## src/hdl/hfb_pkg.sv

```systemverilog
// ============================================================================
// hfb_pkg
// Shared types, character constants and conversion functions for the
// half-float base64 encoder.
// ============================================================================
package hfb_pkg;

    localparam int HFB_QUEUE_DEPTH = 4;

    localparam logic [6:0] HFB_CH_PAD = 7'h3D;
    localparam logic [6:0] HFB_CH_Q   = 7'h71;

    typedef enum logic [1:0] {
        PAD_NONE = 2'd0,
        PAD_ONE  = 2'd1,
        PAD_TWO  = 2'd2
    } t_pad;

    typedef struct packed {
        logic        pre;
        logic        grp;
        logic [23:0] grp_bits;
        t_pad        pad;
        logic [15:0] pad_bits;
        logic        last;
    } t_entry;

    function automatic logic [6:0] f_prefix(input logic [2:0] idx);
        logic [6:0] c;
        unique case (idx)
            3'd0:    c = 7'h71;
            3'd1:    c = 7'h2D;
            3'd2:    c = 7'h68;
            3'd3:    c = 7'h61;
            3'd4:    c = 7'h6E;
            3'd5:    c = 7'h64;
            3'd6:    c = 7'h3A;
            default: c = 7'h20;
        endcase
        return c;
    endfunction

    function automatic logic [6:0] f_b64(input logic [5:0] v);
        logic [6:0] c;
        if (v < 6'd26) begin
            c = 7'h41 + {1'b0, v};
        end else if (v < 6'd52) begin
            c = 7'h47 + {1'b0, v};
        end else if (v < 6'd62) begin
            c = {1'b0, v} - 7'd4;
        end else if (v == 6'd62) begin
            c = 7'h2B;
        end else begin
            c = 7'h2F;
        end
        return c;
    endfunction

    function automatic logic [15:0] f_to_half(input logic [31:0] x);
        logic        s;
        logic [7:0]  ef;
        logic [22:0] fr;
        logic [4:0]  e5;
        logic [3:0]  sh;
        logic [23:0] m;
        logic [23:0] fa;
        logic [15:0] r;
        s  = x[31];
        ef = x[30:23];
        fr = x[22:0];
        e5 = 5'(ef - 8'd112);
        sh = 4'(8'd113 - ef);
        m  = {1'b1, fr} >> sh;
        fa = {1'b0, fr};
        if (ef == 8'hFF) begin
            r = {s, 5'h1F, (fr != 23'd0), 9'd0};
        end else if (ef >= 8'd143) begin
            r = {s, 5'h1F, 10'd0};
        end else if (ef <= 8'd112) begin
            if (ef < 8'd102) begin
                r = {s, 15'd0};
            end else begin
                if (m[12]) begin
                    m = m + 24'h2000;
                end
                r = {s, 4'd0, m[23:13]};
            end
        end else begin
            if (fr[12]) begin
                fa = fa + 24'h2000;
            end
            if (fa[23]) begin
                e5 = e5 + 5'd1;
            end
            if (e5 == 5'h1F) begin
                r = {s, 5'h1F, 10'd0};
            end else begin
                r = {s, e5, fa[22:13]};
            end
        end
        return r;
    endfunction

endpackage

```

## src/hdl/hfb_if.sv

```systemverilog
// ============================================================================
// hfb_if
// Request channels: single-precision values in, characters out.
// ============================================================================
interface hfb_in_if;
    logic        valid;
    logic        ready;
    logic [31:0] value_bits;
    logic        last_value;
    modport source(output valid, output value_bits, output last_value, input ready);
    modport sink(input valid, input value_bits, input last_value, output ready);
endinterface

interface hfb_out_if;
    logic       valid;
    logic       ready;
    logic [6:0] char_code;
    logic       message_end;
    logic       run_end;
    modport source(output valid, output char_code, output message_end, output run_end,
                   input ready);
    modport sink(input valid, input char_code, input message_end, input run_end,
                 output ready);
endinterface

```

## src/hdl/half_float_base64_encoder_top.sv

```systemverilog
// An accepted value's character work is written into the queue, and the back
//   sequencer then reads it from there into the registered character output.
// The back sequencer sends one character per cycle while the output is ready;
//   a request yields 0, 4, 8 or 12 characters.
// Reset (synchronous, active low): empties the queue and output, drops held
//   bytes; the next value opens a new message with its prefix.
// ============================================================================
// half_float_base64_encoder_top
// Converts single-precision values to half precision and streams them as
// base64 text with a message prefix and padding.
// ============================================================================
module half_float_base64_encoder_top
    import hfb_pkg::*;
#(
    parameter int QUEUE_DEPTH = HFB_QUEUE_DEPTH
) (
    input  logic        i_clk,
    input  logic        i_rst_n,
    hfb_in_if.sink      i_value,
    hfb_out_if.source   o_char
);

    logic   q_full;
    logic   q_push;
    logic   q_pop;
    logic   q_valid;
    t_entry f_entry;
    t_entry q_entry;

    hfb_front u_front (
        .i_clk    (i_clk),
        .i_rst_n  (i_rst_n),
        .i_value  (i_value),
        .i_q_full (q_full),
        .o_push   (q_push),
        .o_entry  (f_entry)
    );

    hfb_queue #(
        .DEPTH (QUEUE_DEPTH)
    ) u_queue (
        .i_clk   (i_clk),
        .i_rst_n (i_rst_n),
        .i_push  (q_push),
        .i_entry (f_entry),
        .i_pop   (q_pop),
        .o_full  (q_full),
        .o_valid (q_valid),
        .o_entry (q_entry)
    );

    hfb_back u_back (
        .i_clk     (i_clk),
        .i_rst_n   (i_rst_n),
        .i_q_valid (q_valid),
        .i_entry   (q_entry),
        .o_pop     (q_pop),
        .o_char    (o_char)
    );

endmodule

```

## src/hdl/hfb_front.sv

```systemverilog
// ============================================================================
// hfb_front
// Accepts values, converts to half precision, packs bytes into base64
// groups and queues the character work for each request.
// ============================================================================
module hfb_front
    import hfb_pkg::*;
(
    input  logic        i_clk,
    input  logic        i_rst_n,
    hfb_in_if.sink      i_value,
    input  logic        i_q_full,
    output logic        o_push,
    output t_entry      o_entry
);

    logic        r_at_start;
    logic [15:0] r_held;
    logic [1:0]  r_held_cnt;
    logic        n_at_start;
    logic [15:0] n_held;
    logic [1:0]  n_held_cnt;
    logic [15:0] half;
    logic [7:0]  lo;
    logic [7:0]  hi;
    logic        last;
    logic        accept;

    assign i_value.ready = !i_q_full;
    assign accept        = i_value.valid && !i_q_full;
    assign half          = f_to_half(i_value.value_bits);
    assign lo            = half[7:0];
    assign hi            = half[15:8];
    assign last          = i_value.last_value;

    always_comb begin
        o_entry.pre      = r_at_start;
        o_entry.grp      = 1'b0;
        o_entry.grp_bits = 24'd0;
        o_entry.pad      = PAD_NONE;
        o_entry.pad_bits = 16'd0;
        o_entry.last     = last;
        n_held           = 16'd0;
        n_held_cnt       = 2'd0;
        case (r_held_cnt)
            2'd0: begin
                if (last) begin
                    o_entry.pad      = PAD_TWO;
                    o_entry.pad_bits = {lo, hi};
                end
                n_held     = {lo, hi};
                n_held_cnt = 2'd2;
            end
            2'd1: begin
                o_entry.grp      = 1'b1;
                o_entry.grp_bits = {r_held[15:8], lo, hi};
            end
            2'd2: begin
                o_entry.grp      = 1'b1;
                o_entry.grp_bits = {r_held, lo};
                if (last) begin
                    o_entry.pad      = PAD_ONE;
                    o_entry.pad_bits = {hi, 8'd0};
                end
                n_held     = {hi, 8'd0};
                n_held_cnt = 2'd1;
            end
            default: begin
                o_entry.grp      = 1'b1;
                o_entry.grp_bits = {r_held, 8'd0};
                if (last) begin
                    o_entry.pad      = PAD_TWO;
                    o_entry.pad_bits = {lo, hi};
                end
                n_held     = {lo, hi};
                n_held_cnt = 2'd2;
            end
        endcase
        n_at_start = last;
        if (last) begin
            n_held     = 16'd0;
            n_held_cnt = 2'd0;
        end
    end

    assign o_push = accept && (o_entry.pre || o_entry.grp || (o_entry.pad != PAD_NONE));

    always_ff @(posedge i_clk) begin
        if (!i_rst_n) begin
            r_at_start <= 1'b1;
            r_held     <= 16'd0;
            r_held_cnt <= 2'd0;
        end else if (accept) begin
            r_at_start <= n_at_start;
            r_held     <= n_held;
            r_held_cnt <= n_held_cnt;
        end
    end

endmodule

```

## src/hdl/hfb_queue.sv

```systemverilog
// ============================================================================
// hfb_queue
// Short queue of character work between the front and back parts.
// ============================================================================
module hfb_queue
    import hfb_pkg::*;
#(
    parameter int DEPTH = HFB_QUEUE_DEPTH
) (
    input  logic   i_clk,
    input  logic   i_rst_n,
    input  logic   i_push,
    input  t_entry i_entry,
    input  logic   i_pop,
    output logic   o_full,
    output logic   o_valid,
    output t_entry o_entry
);

    localparam int PTR_W = (DEPTH > 1) ? $clog2(DEPTH) : 1;
    localparam int CNT_W = $clog2(DEPTH + 1);

    t_entry             r_mem [DEPTH];
    logic [PTR_W-1:0]   r_wr_ptr;
    logic [PTR_W-1:0]   r_rd_ptr;
    logic [CNT_W-1:0]   r_cnt;
    logic               do_push;
    logic               do_pop;

    assign o_full  = (r_cnt == CNT_W'(DEPTH));
    assign o_valid = (r_cnt != '0);
    assign o_entry = r_mem[r_rd_ptr];
    assign do_push = i_push && !o_full;
    assign do_pop  = i_pop && o_valid;

    always_ff @(posedge i_clk) begin
        if (do_push) begin
            r_mem[r_wr_ptr] <= i_entry;
        end
    end

    always_ff @(posedge i_clk) begin
        if (!i_rst_n) begin
            r_wr_ptr <= '0;
            r_rd_ptr <= '0;
            r_cnt    <= '0;
        end else begin
            if (do_push) begin
                r_wr_ptr <= (r_wr_ptr == PTR_W'(DEPTH - 1)) ? '0 : r_wr_ptr + 1'b1;
            end
            if (do_pop) begin
                r_rd_ptr <= (r_rd_ptr == PTR_W'(DEPTH - 1)) ? '0 : r_rd_ptr + 1'b1;
            end
            if (do_push && !do_pop) begin
                r_cnt <= r_cnt + 1'b1;
            end else if (do_pop && !do_push) begin
                r_cnt <= r_cnt - 1'b1;
            end
        end
    end

endmodule

```

## src/hdl/hfb_back.sv

```systemverilog
// ============================================================================
// hfb_back
// Walks the queued work one character a cycle while the output accepts:
// prefix, full group, padded tail; drives the registered character output.
// ============================================================================
module hfb_back
    import hfb_pkg::*;
(
    input  logic        i_clk,
    input  logic        i_rst_n,
    input  logic        i_q_valid,
    input  t_entry      i_entry,
    output logic        o_pop,
    hfb_out_if.source   o_char
);

    logic [3:0] r_k;
    logic       r_valid;
    logic [6:0] r_code;
    logic       r_msg_end;
    logic       r_run_end;
    logic [3:0] j;
    logic [3:0] j2;
    logic [6:0] ch;
    logic       final_ch;
    logic       adv;
    logic [7:0] b0;
    logic [7:0] b1;

    assign b0 = i_entry.pad_bits[15:8];
    assign b1 = i_entry.pad_bits[7:0];
    assign j  = i_entry.pre ? (r_k - 4'd8) : r_k;
    assign j2 = i_entry.grp ? (j - 4'd4) : j;

    always_comb begin
        ch       = HFB_CH_PAD;
        final_ch = 1'b0;
        if (i_entry.pre && (r_k < 4'd8)) begin
            ch       = f_prefix(r_k[2:0]);
            final_ch = (r_k == 4'd7) && !i_entry.grp && (i_entry.pad == PAD_NONE);
        end else if (i_entry.grp && (j < 4'd4)) begin
            case (j[1:0])
                2'd0:    ch = f_b64(i_entry.grp_bits[23:18]);
                2'd1:    ch = f_b64(i_entry.grp_bits[17:12]);
                2'd2:    ch = f_b64(i_entry.grp_bits[11:6]);
                default: ch = f_b64(i_entry.grp_bits[5:0]);
            endcase
            final_ch = (j == 4'd3) && (i_entry.pad == PAD_NONE);
        end else begin
            case (j2[1:0])
                2'd0:    ch = f_b64(b0[7:2]);
                2'd1:    ch = f_b64({b0[1:0], b1[7:4]});
                2'd2:    ch = (i_entry.pad == PAD_TWO) ? f_b64({b1[3:0], 2'b00}) : HFB_CH_PAD;
                default: ch = HFB_CH_PAD;
            endcase
            final_ch = (j2 == 4'd3);
        end
    end

    assign adv   = i_q_valid && (!r_valid || o_char.ready);
    assign o_pop = adv && final_ch;

    always_ff @(posedge i_clk) begin
        if (!i_rst_n) begin
            r_k     <= 4'd0;
            r_valid <= 1'b0;
        end else if (adv) begin
            r_k     <= final_ch ? 4'd0 : r_k + 4'd1;
            r_valid <= 1'b1;
        end else if (o_char.ready) begin
            r_valid <= 1'b0;
        end
    end

    always_ff @(posedge i_clk) begin
        if (adv) begin
            r_code    <= ch;
            r_run_end <= final_ch;
            r_msg_end <= final_ch && i_entry.last;
        end
    end

    assign o_char.valid       = r_valid;
    assign o_char.char_code   = r_code;
    assign o_char.message_end = r_msg_end;
    assign o_char.run_end     = r_run_end;

endmodule

```

## src/flat_wrapper.sv

```systemverilog
// flat-port wrapper written by rule: the top's interface ports become plain ports
module half_float_base64_encoder_top_flat import hfb_pkg::*;
#(
    parameter int QUEUE_DEPTH = HFB_QUEUE_DEPTH
)
  (i_clk, i_rst_n, i_value_valid, i_value_value_bits, i_value_last_value, i_value_ready, o_char_valid, o_char_char_code, o_char_message_end, o_char_run_end, o_char_ready);
  hfb_in_if i_value_i ();
  hfb_out_if o_char_i ();
  input  logic i_clk;
  input  logic i_rst_n;
  input wire logic [$bits(i_value_i.valid)-1:0] i_value_valid;
  input wire logic [$bits(i_value_i.value_bits)-1:0] i_value_value_bits;
  input wire logic [$bits(i_value_i.last_value)-1:0] i_value_last_value;
  output wire logic [$bits(i_value_i.ready)-1:0] i_value_ready;
  output wire logic [$bits(o_char_i.valid)-1:0] o_char_valid;
  output wire logic [$bits(o_char_i.char_code)-1:0] o_char_char_code;
  output wire logic [$bits(o_char_i.message_end)-1:0] o_char_message_end;
  output wire logic [$bits(o_char_i.run_end)-1:0] o_char_run_end;
  input wire logic [$bits(o_char_i.ready)-1:0] o_char_ready;
  assign i_value_i.valid = i_value_valid;
  assign i_value_i.value_bits = i_value_value_bits;
  assign i_value_i.last_value = i_value_last_value;
  assign i_value_ready = i_value_i.ready;
  assign o_char_valid = o_char_i.valid;
  assign o_char_char_code = o_char_i.char_code;
  assign o_char_message_end = o_char_i.message_end;
  assign o_char_run_end = o_char_i.run_end;
  assign o_char_i.ready = o_char_ready;
  half_float_base64_encoder_top #(.QUEUE_DEPTH(QUEUE_DEPTH)) u_core (.i_clk(i_clk), .i_rst_n(i_rst_n), .i_value(i_value_i), .o_char(o_char_i));
endmodule
```

## config.mk

```make
export PLATFORM = sky130hd
export DESIGN_NAME = half_float_base64_encoder_top_flat
export DESIGN_NICKNAME = d
export VERILOG_FILES = /design/src/hdl/hfb_pkg.sv /design/src/hdl/hfb_if.sv /design/src/hdl/half_float_base64_encoder_top.sv /design/src/hdl/hfb_front.sv /design/src/hdl/hfb_queue.sv /design/src/hdl/hfb_back.sv /design/src/flat_wrapper.sv
export SDC_FILE = /design/constraint.sdc
export NUM_CORES = 1
export LEC_CHECK = 0
export ABC_AREA = 1
export BUFFER_PORTS_ARGS = -buffer_cell sky130_fd_sc_hd__buf_2
export CAP_MARGIN = 5
export CELL_PAD_IN_SITES_DETAIL_PLACEMENT = 0
export CELL_PAD_IN_SITES_GLOBAL_PLACEMENT = 1
export CORE_ASPECT_RATIO = 0.75
export CORE_MARGIN = 2
export CORE_UTILIZATION = 35
export CTS_CLUSTER_DIAMETER = 120
export CTS_CLUSTER_SIZE = 24
export DETAILED_ROUTE_END_ITERATION = 16
export HOLD_SLACK_MARGIN = 0.05
export PLACE_DENSITY = 0.68
export SYNTH_ARGS = -nofsm -noshare
export SYNTH_HDL_FRONTEND = slang
export SYNTH_HIERARCHICAL = 1
export SYNTH_SLANG_ARGS = --single-unit
export TNS_END_PERCENT = 50
```

## constraint.sdc

```tcl
create_clock -name i_clk -period 9.11 [get_ports i_clk]
set_input_delay 2.733 -clock i_clk [delete_from_list [all_inputs] [get_ports i_clk]]
set_output_delay 2.733 -clock i_clk [all_outputs]
set_load 0.05 [all_outputs]
```

==> results_dict.tcl, run 1 <==
set metrics [dict create \
    yosysSeqAreaShare_pct 46.47 \
    grt_pass1_vias 10290 \
    grt_first_pass_wirelength_um 59600 \
    power.switching_mw 1.159 \
    placed_cells_incl_taps 2150 \
    initial_core_util_pct 35.58 \
    timing.critical_path.cells "buf_2, inv_2, ha_1, clkinv_1, nand2_1, nand3_2, nand2_2, ha_1, inv_1, nor3_1, nor2_1, o21ai_1, nand2_1, o21ai_0" \
    clkTransAtPathRegs_ns 0.10 \
    grt_antenna_before_repair 0 \
    yosys_most_used_dff "edfxtp_1" \
    synth.ff_latch_count 222 \
    die_h_um 174.9 \
    post_cts_setup_buffers 0 \
    vias 11350 \
    hold_ws_ns 0.4726 \
    compound_gate_portion_of_the_synthesized_area_pct 13.19 \
    final_layout_size_suffix_gt1_share_pct 7.896 \
    final_cycle_share_pct 61.63 \
    final_cell_count_no_fill 2171 \
    design.portCount 48 \
    internal-power_mw 1.823 \
    yosysWarningCount 6 \
    synth_async_sr_flop_share_pct 0 \
    syn_to_final_growth_pct 6.516 \
    ir_worst_vdd_mv 0.1170 \
    yosys.area_share.adder_pct 5.524 \
    multi_input_area_um2 6168 \
    power.share.combinational_pct 36.6 \
    timing.fmax_ghz 0.1781 \
    hold_start "u_core/u_front/r_held[11]$_SDFFE_PN0P_" \
    synth_enable_flop_cells 189 \
    layout.area.seq_um2 6337 \
    route.final.wire_length_um 38850 \
    outcome "finished clean" \
    gp_congestion 0.8900 \
    die-area_um2 40570 \
    critPathRequiredTime_ns 9.35 \
    synth_area_per_cell_um2 8.349 \
    vias_per_cell 5.229 \
    synth_mux_area_share_pct 0 \
    drt_pass1_iterations 5 \
    die_width_um 231.9 \
    num_rows 62 \
    clockPowerShare_pct 20.3 \
    yosys.area_share.simple_pct 24.52 \
    timing.reg2reg.setup_slack_ns 4.53 \
    p_seq_share_pct 43.1 \
    postSynthCellCount 1633 \
    syn-cell-area_um2 13630 \
    setup_viol 0 \
    ant_nets 0 \
    worst_r2r_endpoint "u_core/u_queue/r_cnt[1]$_SDFFE_PN0P_" \
    clock-skew-final_ns 0.01464 \
    detail_route.wl_per_cell_um 17.89 \
    clock_sink_count 222 \
    cts_buffers 13 \
    crit_path_top_delay_cell "ha_1" \
    setup.worst_path.start_class "primary input" \
    drv.max_cap_violation_count 0 \
    report.final.hold_viol_count 0 \
    hold-path-cell-count 2 \
    max_slew.worst_pin.slew_ns 0.9320 \
    switching_fraction_of_total_power_pct 38.88 \
    grt_usage_pct 18.83 \
    worst-r2r-cell-count 19 \
    combinational_family_with_the_most_area_after_synthesis "simple AND/OR/NAND/NOR gates" \
    endpoint_kind "register" \
    postSynthNetCount 1729 \
    critical_path_fanouts_max 15 \
    period_minus_ws_final_ns 5.614 \
    initialDrtViolationCount 1039 \
    postCtsResizedCells 0 \
    pwr_density_cell_nw_per_um2 205.3 \
    synth_top_area_share_pct 41.63 \
    antenna-diode-count 0 \
    remaining_drc_errors 0 \
    root_buffer "clkbuf_16" \
    relSlewSlack_pct 37.87 \
    hold-path-endpoint "u_core/u_front/r_held[11]$_SDFFE_PN0P_" \
    grt_setup_unrepaired "false" \
    clock_tree.htree_level_count 1 \
    placement.io_buffers 47 \
    utilization_pct 37.90 \
    dp_hpwl_um 28240 \
    overflow 0 \
    critical_path_arrival_ns 5.86 \
    cts-root-to-sink-buffers 3 \
    timing.final.max_slew_violations 0 \
    final_layout_fill_cell_count 3963 \
    clock_insertion_delay_worst_skew_ns 0.47 \
    yosys-top-cells-area "edfxtp_1 (42%), nand2_1 (9.8%), nor2_1 (5.9%)" \
    synth_top_area_cell "edfxtp_1" \
    synth.distinct_cells 55 \
    nNetsFinal 1749 \
    yosys.cell_count.top_type "nand2_1" \
    cts_hold_repair_buffers 0 \
    synthXorXnorAreaFrac_pct 1.789 \
    hp-class "reg2reg" \
    category_of_the_critical_setup_timing_path "in2reg" \
    tritoncts "built" \
    grt_max_degree 91 \
    power_leakage_nw 5.879 \
    final.setup.tns_ns 0 \
    yosys-top-cells-count "nand2_1 (356), nor2_1 (213), edfxtp_1 (189)" \
    core_region_area_um2 38320 \
    slowest_delay_ns 0.56 \
]
cells by family (layout without fill, tap and decap cells):
group	count (synthesis)	count (layout)
adders and majority gates	59	59
buffers and inverters	231	257
DFF	222	222
AOI/OAI and AO/OA	321	321
xor gates and xnor gates	27	27
and+or+nand+nor	773	773
per-stage QoR:
| stage | worst slack, ns | area (µm²) | total power [mW] |
|---|---|---|---|
| 2_1_floorplan | 3.113 | 13630 | 2.080 |
| 3_3_place_gp | 3.196 | 14150 | 2.395 |
| 3_5_place_dp | 3.090 | 14150 | 2.391 |
| 4_1_cts | 3.575 | 14520 | 2.990 |
| 5_1_grt | 3.187 | 14520 | 3.175 |
| 6_report | 3.496 | 14520 | 2.982 |
per-layer routing:
layer  routed length, µm  global-route usage (%)
met3                2832                   3.264
met1               19620                   29.73
met5                   0                       0
met2               15920                   26.98
met4                 478                   2.911
sequential cells by signal (all words and copies together), names as in the netlist, named ones only:
| name | flops |
|---|---|
| u_core/u_queue/r_wr_ptr | 2 |
| u_core/u_back/o_char.message_end | 1 |
| u_core/u_back/o_char.valid | 1 |
| u_core/u_queue/r_mem | 180 |
| u_core/u_front/r_held_cnt | 2 |
| u_core/u_back/o_char.char_code | 7 |
| u_core/u_back/r_k | 4 |
| u_core/u_front/r_held | 16 |
| u_core/u_back/o_char.run_end | 1 |
| u_core/u_queue/r_rd_ptr | 2 |
| u_core/u_front/r_at_start | 1 |
| u_core/u_queue/r_cnt | 3 |
cell usage in the layout (no fill, tap or decap), drive strengths merged, types with 5 or more instances in the layout:
cell type / instances
o22ai: 60
dfxtp: 33
nand4: 21
o21ai: 164
clkbuf: 20
xor2: 23
buf: 58
nor3: 10
nor2: 223
ha: 57
nand2: 367
clkinv: 5
edfxtp: 189
a21oi: 68
o211ai: 16
inv: 174
nand3: 135
power groups by stage:
stage / Sequential, mW / Clock, mW / Combinational, mW
6_report: 1.28 / 0.605 / 1.09
3_3_place_gp: 1.31 / 0 / 1.09
3_5_place_dp: 1.31 / 0 / 1.08
5_1_grt: 1.30 / 0.658 / 1.22
4_1_cts: 1.29 / 0.617 / 1.09
2_1_floorplan: 1.37 / 0 / 0.706
cell type report:
type	count	area share (%)
clock buffer	20	2.421
tap	512	4.411
timing repair buffer	58	2.188
sequential	222	43.64
clock inverter	1	0.1378
multi-input combinational	1180	42.47
inverter	178	4.730
worst max-delay path, delay by kind of cell:
kind                     cells  cell delay (ns)
AO/OA/AOI/OAI                2             0.54
adder cells (fa/ha/maj)      2             0.77
buffers and inverters        4             0.90
AND/OR/NAND/NOR              6             0.89
how the worst max path moves through the flow:
stage / cells past startpoint / from / to
after CTS: 14 / i_value_value_bits[24] / u_core/u_queue/r_mem[1][31]$_DFFE_PP_
after global placement: 17 / i_value_value_bits[24] / u_core/u_queue/r_mem[0][21]$_DFFE_PP_
final: 14 / i_value_value_bits[24] / u_core/u_queue/r_mem[3][31]$_DFFE_PP_
after floorplan: 6 / i_value_valid / u_core/u_queue/r_mem[0][0]$_DFFE_PP_
after detailed placement: 14 / i_value_value_bits[24] / u_core/u_queue/r_mem[2][31]$_DFFE_PP_
after global routing: 14 / i_value_value_bits[24] / u_core/u_queue/r_mem[3][31]$_DFFE_PP_
No activity file was read; power rests on OpenSTA's default activity.
==> run 2, diff against run 1 <==
Settings changed: PLACE_DENSITY 0.68 to 0.7.
Clock period 9.11 ns to 4.65 ns, I/O delays scaled along.
==> results_dict.tcl, run 2 (synthesis results as in run 1) <==
set metrics [dict create \
    outcome "finished clean" \
    grt_setup_unrepaired "false" \
    initial_core_util_pct 35.58 \
    gp_congestion 0.9229 \
    nNetsFinal 1769 \
    critPathRequiredTime_ns 5.02 \
    grt_max_degree 83 \
    utilization_pct 38.47 \
    grt_antenna_before_repair 0 \
    registers.top_by_ff_count "u_core/u_queue/r_mem" \
    clkTransAtPathRegs_ns 0.10 \
    clock-skew-final_ns 0.01714 \
    endpoint_kind "register" \
    power_leakage_nw 5.995 \
    postCtsResizedCells 0 \
    hp-class "reg2reg" \
    vias 11300 \
    timing.final.max_slew_violations 0 \
    slowest_delay_ns 0.55 \
    post_cts_setup_buffers 0 \
    ant_nets 0 \
    root_buffer "clkbuf_16" \
    grt_pass1_vias 10420 \
    clock_tree.htree_level_count 1 \
    remaining_drc_errors 0 \
    timing.fmax_ghz 0.2620 \
    category_of_the_critical_setup_timing_path "reg2reg" \
    mostFrequentLayoutCell "nand2_1" \
    syn_to_final_growth_pct 8.131 \
    die_width_um 231.9 \
    grt_first_pass_wirelength_um 59620 \
    die_h_um 174.9 \
    largest_register_ff_count 180 \
    die-area_um2 40570 \
    hold_start "u_core/u_front/r_held[6]$_SDFFE_PN0P_" \
    hold_ws_ns 0.4708 \
    relSlewSlack_pct 38.43 \
    detail_route.wl_per_cell_um 17.32 \
    setup_viol 0 \
    grt_usage_pct 18.62 \
    cts_buffers 13 \
    final_layout_size_suffix_gt1_share_pct 9.058 \
    crit_path_top_delay_cell "dfxtp_2" \
    cts_hold_repair_buffers 0 \
    placement.io_buffers 47 \
    critPathBufInv 2 \
    vias_per_cell 5.161 \
    period_minus_ws_final_ns 3.817 \
    timing.critical_path.cells "o21ai_0, o22ai_1, ha_1, ha_1, nand2_1, inv_2, nor2_1, o21ai_0, a21oi_1, nand3_1, nor2_1, nand2_1, ha_1, inv_1, fa_1, o21ai_0, nor2_1" \
    initialDrtViolationCount 1010 \
    clock_sink_count 222 \
    num_rows 62 \
    drv.max_cap_violation_count 0 \
    worst-r2r-cell-count 17 \
    clock_insertion_delay_worst_skew_ns 0.48 \
    report.final.hold_viol_count 0 \
    setup.worst_path.start_class "register" \
    drt_pass1_iterations 5 \
    design.portCount 48 \
    layout.cells.most_common_list "nand2_1 (356), nor2_1 (209), edfxtp_1 (189), inv_1 (161), nand3_1 (128)" \
    critical_path_fanouts_max 10 \
    antenna-diode-count 0 \
    worst_path_dominant_cell_family "adder cells" \
    max_slew.worst_pin.slew_ns 0.9235 \
    final_cycle_share_pct 82.08 \
    core_region_area_um2 38320 \
    pwr_density_cell_nw_per_um2 397.7 \
    dp_hpwl_um 27940 \
    ir_worst_vdd_mv 0.2374 \
    tritoncts "built" \
    overflow 0 \
    route.final.wire_length_um 37930 \
    cts-root-to-sink-buffers 3 \
    hold-path-cell-count 2 \
    critical_path_arrival_ns 4.18 \
    critical_path_cell_count 17 \
]
-- run 2: changes by cell type in the layout (fill, tap and decap cells not counted), sizes merged --
cell / previous run / this run
clkinv: 5 / 6
buf: 58 / 78
clkbuf: 20 / 18
-- run 2: through the flow --
stage / cells / worst slack [ns] / total power, mW / cell area, µm² / setup TNS, ns
2_1_floorplan: 1633 / -0.009429 / 4.076 / 13630 / -1.697
3_3_place_gp: 2170 / 0.5378 / 4.723 / 14380 / 0
3_5_place_dp: 2170 / 0.5351 / 4.726 / 14380 / 0
4_1_cts: 2190 / 0.8436 / 5.885 / 14740 / 0
5_1_grt: 2190 / 0.4486 / 6.253 / 14740 / 0
6_report: 2190 / 0.8332 / 5.863 / 14740 / 0
-- run 2: worst min-delay path, delay by kind of cell, from the launching register on --
family / cells / cell delay, ns
compound gates: 1 / 0.06
flops: 1 / 0.32
simple gates: 1 / 0.06
-- run 2: path summary, 6_finish.rpt --
path | endpoint | slack (ns)
setup reg to reg | u_core/u_queue/r_cnt[1]$_SDFFE_PN0P_ | 0.83
hold / removal | u_core/u_front/r_held[6]$_SDFFE_PN0P_ | 0.47
hold reg to reg | u_core/u_front/r_held[6]$_SDFFE_PN0P_ | 0.47
setup / recovery | u_core/u_queue/r_cnt[1]$_SDFFE_PN0P_ | 0.83
-- run 2: report_power, final --
group          internal (mW)  total, mW  switching [mW]
sequential              2.44       2.52          0.0787
clock                  0.530       1.16           0.633
combinational          0.639       2.18            1.54
-- run 2: area by class of cell --
class	instances	area (µm²)
Fill cell	3960	23580
Sequential cell	222	6337
Multi-Input combinational cell	1180	6168
Inverter	178	686.9
Tap cell	512	640.6
Timing Repair Buffer	78	543.0
Clock buffer	18	344.1
Clock inverter	2	22.52
-- run 2: per-layer routing --
| metal | vias to the layer above | track usage [%] | wire [µm] |
|---|---|---|---|
| li1 | 5629 | - | - |
| met1 | 5358 | 28.89 | 19130 |
| met2 | 285 | 27.34 | 15720 |
| met3 | 31 | 3.362 | 2595 |
| met4 | 0 | 2.618 | 490 |
| met5 | - | 0 | 0 |
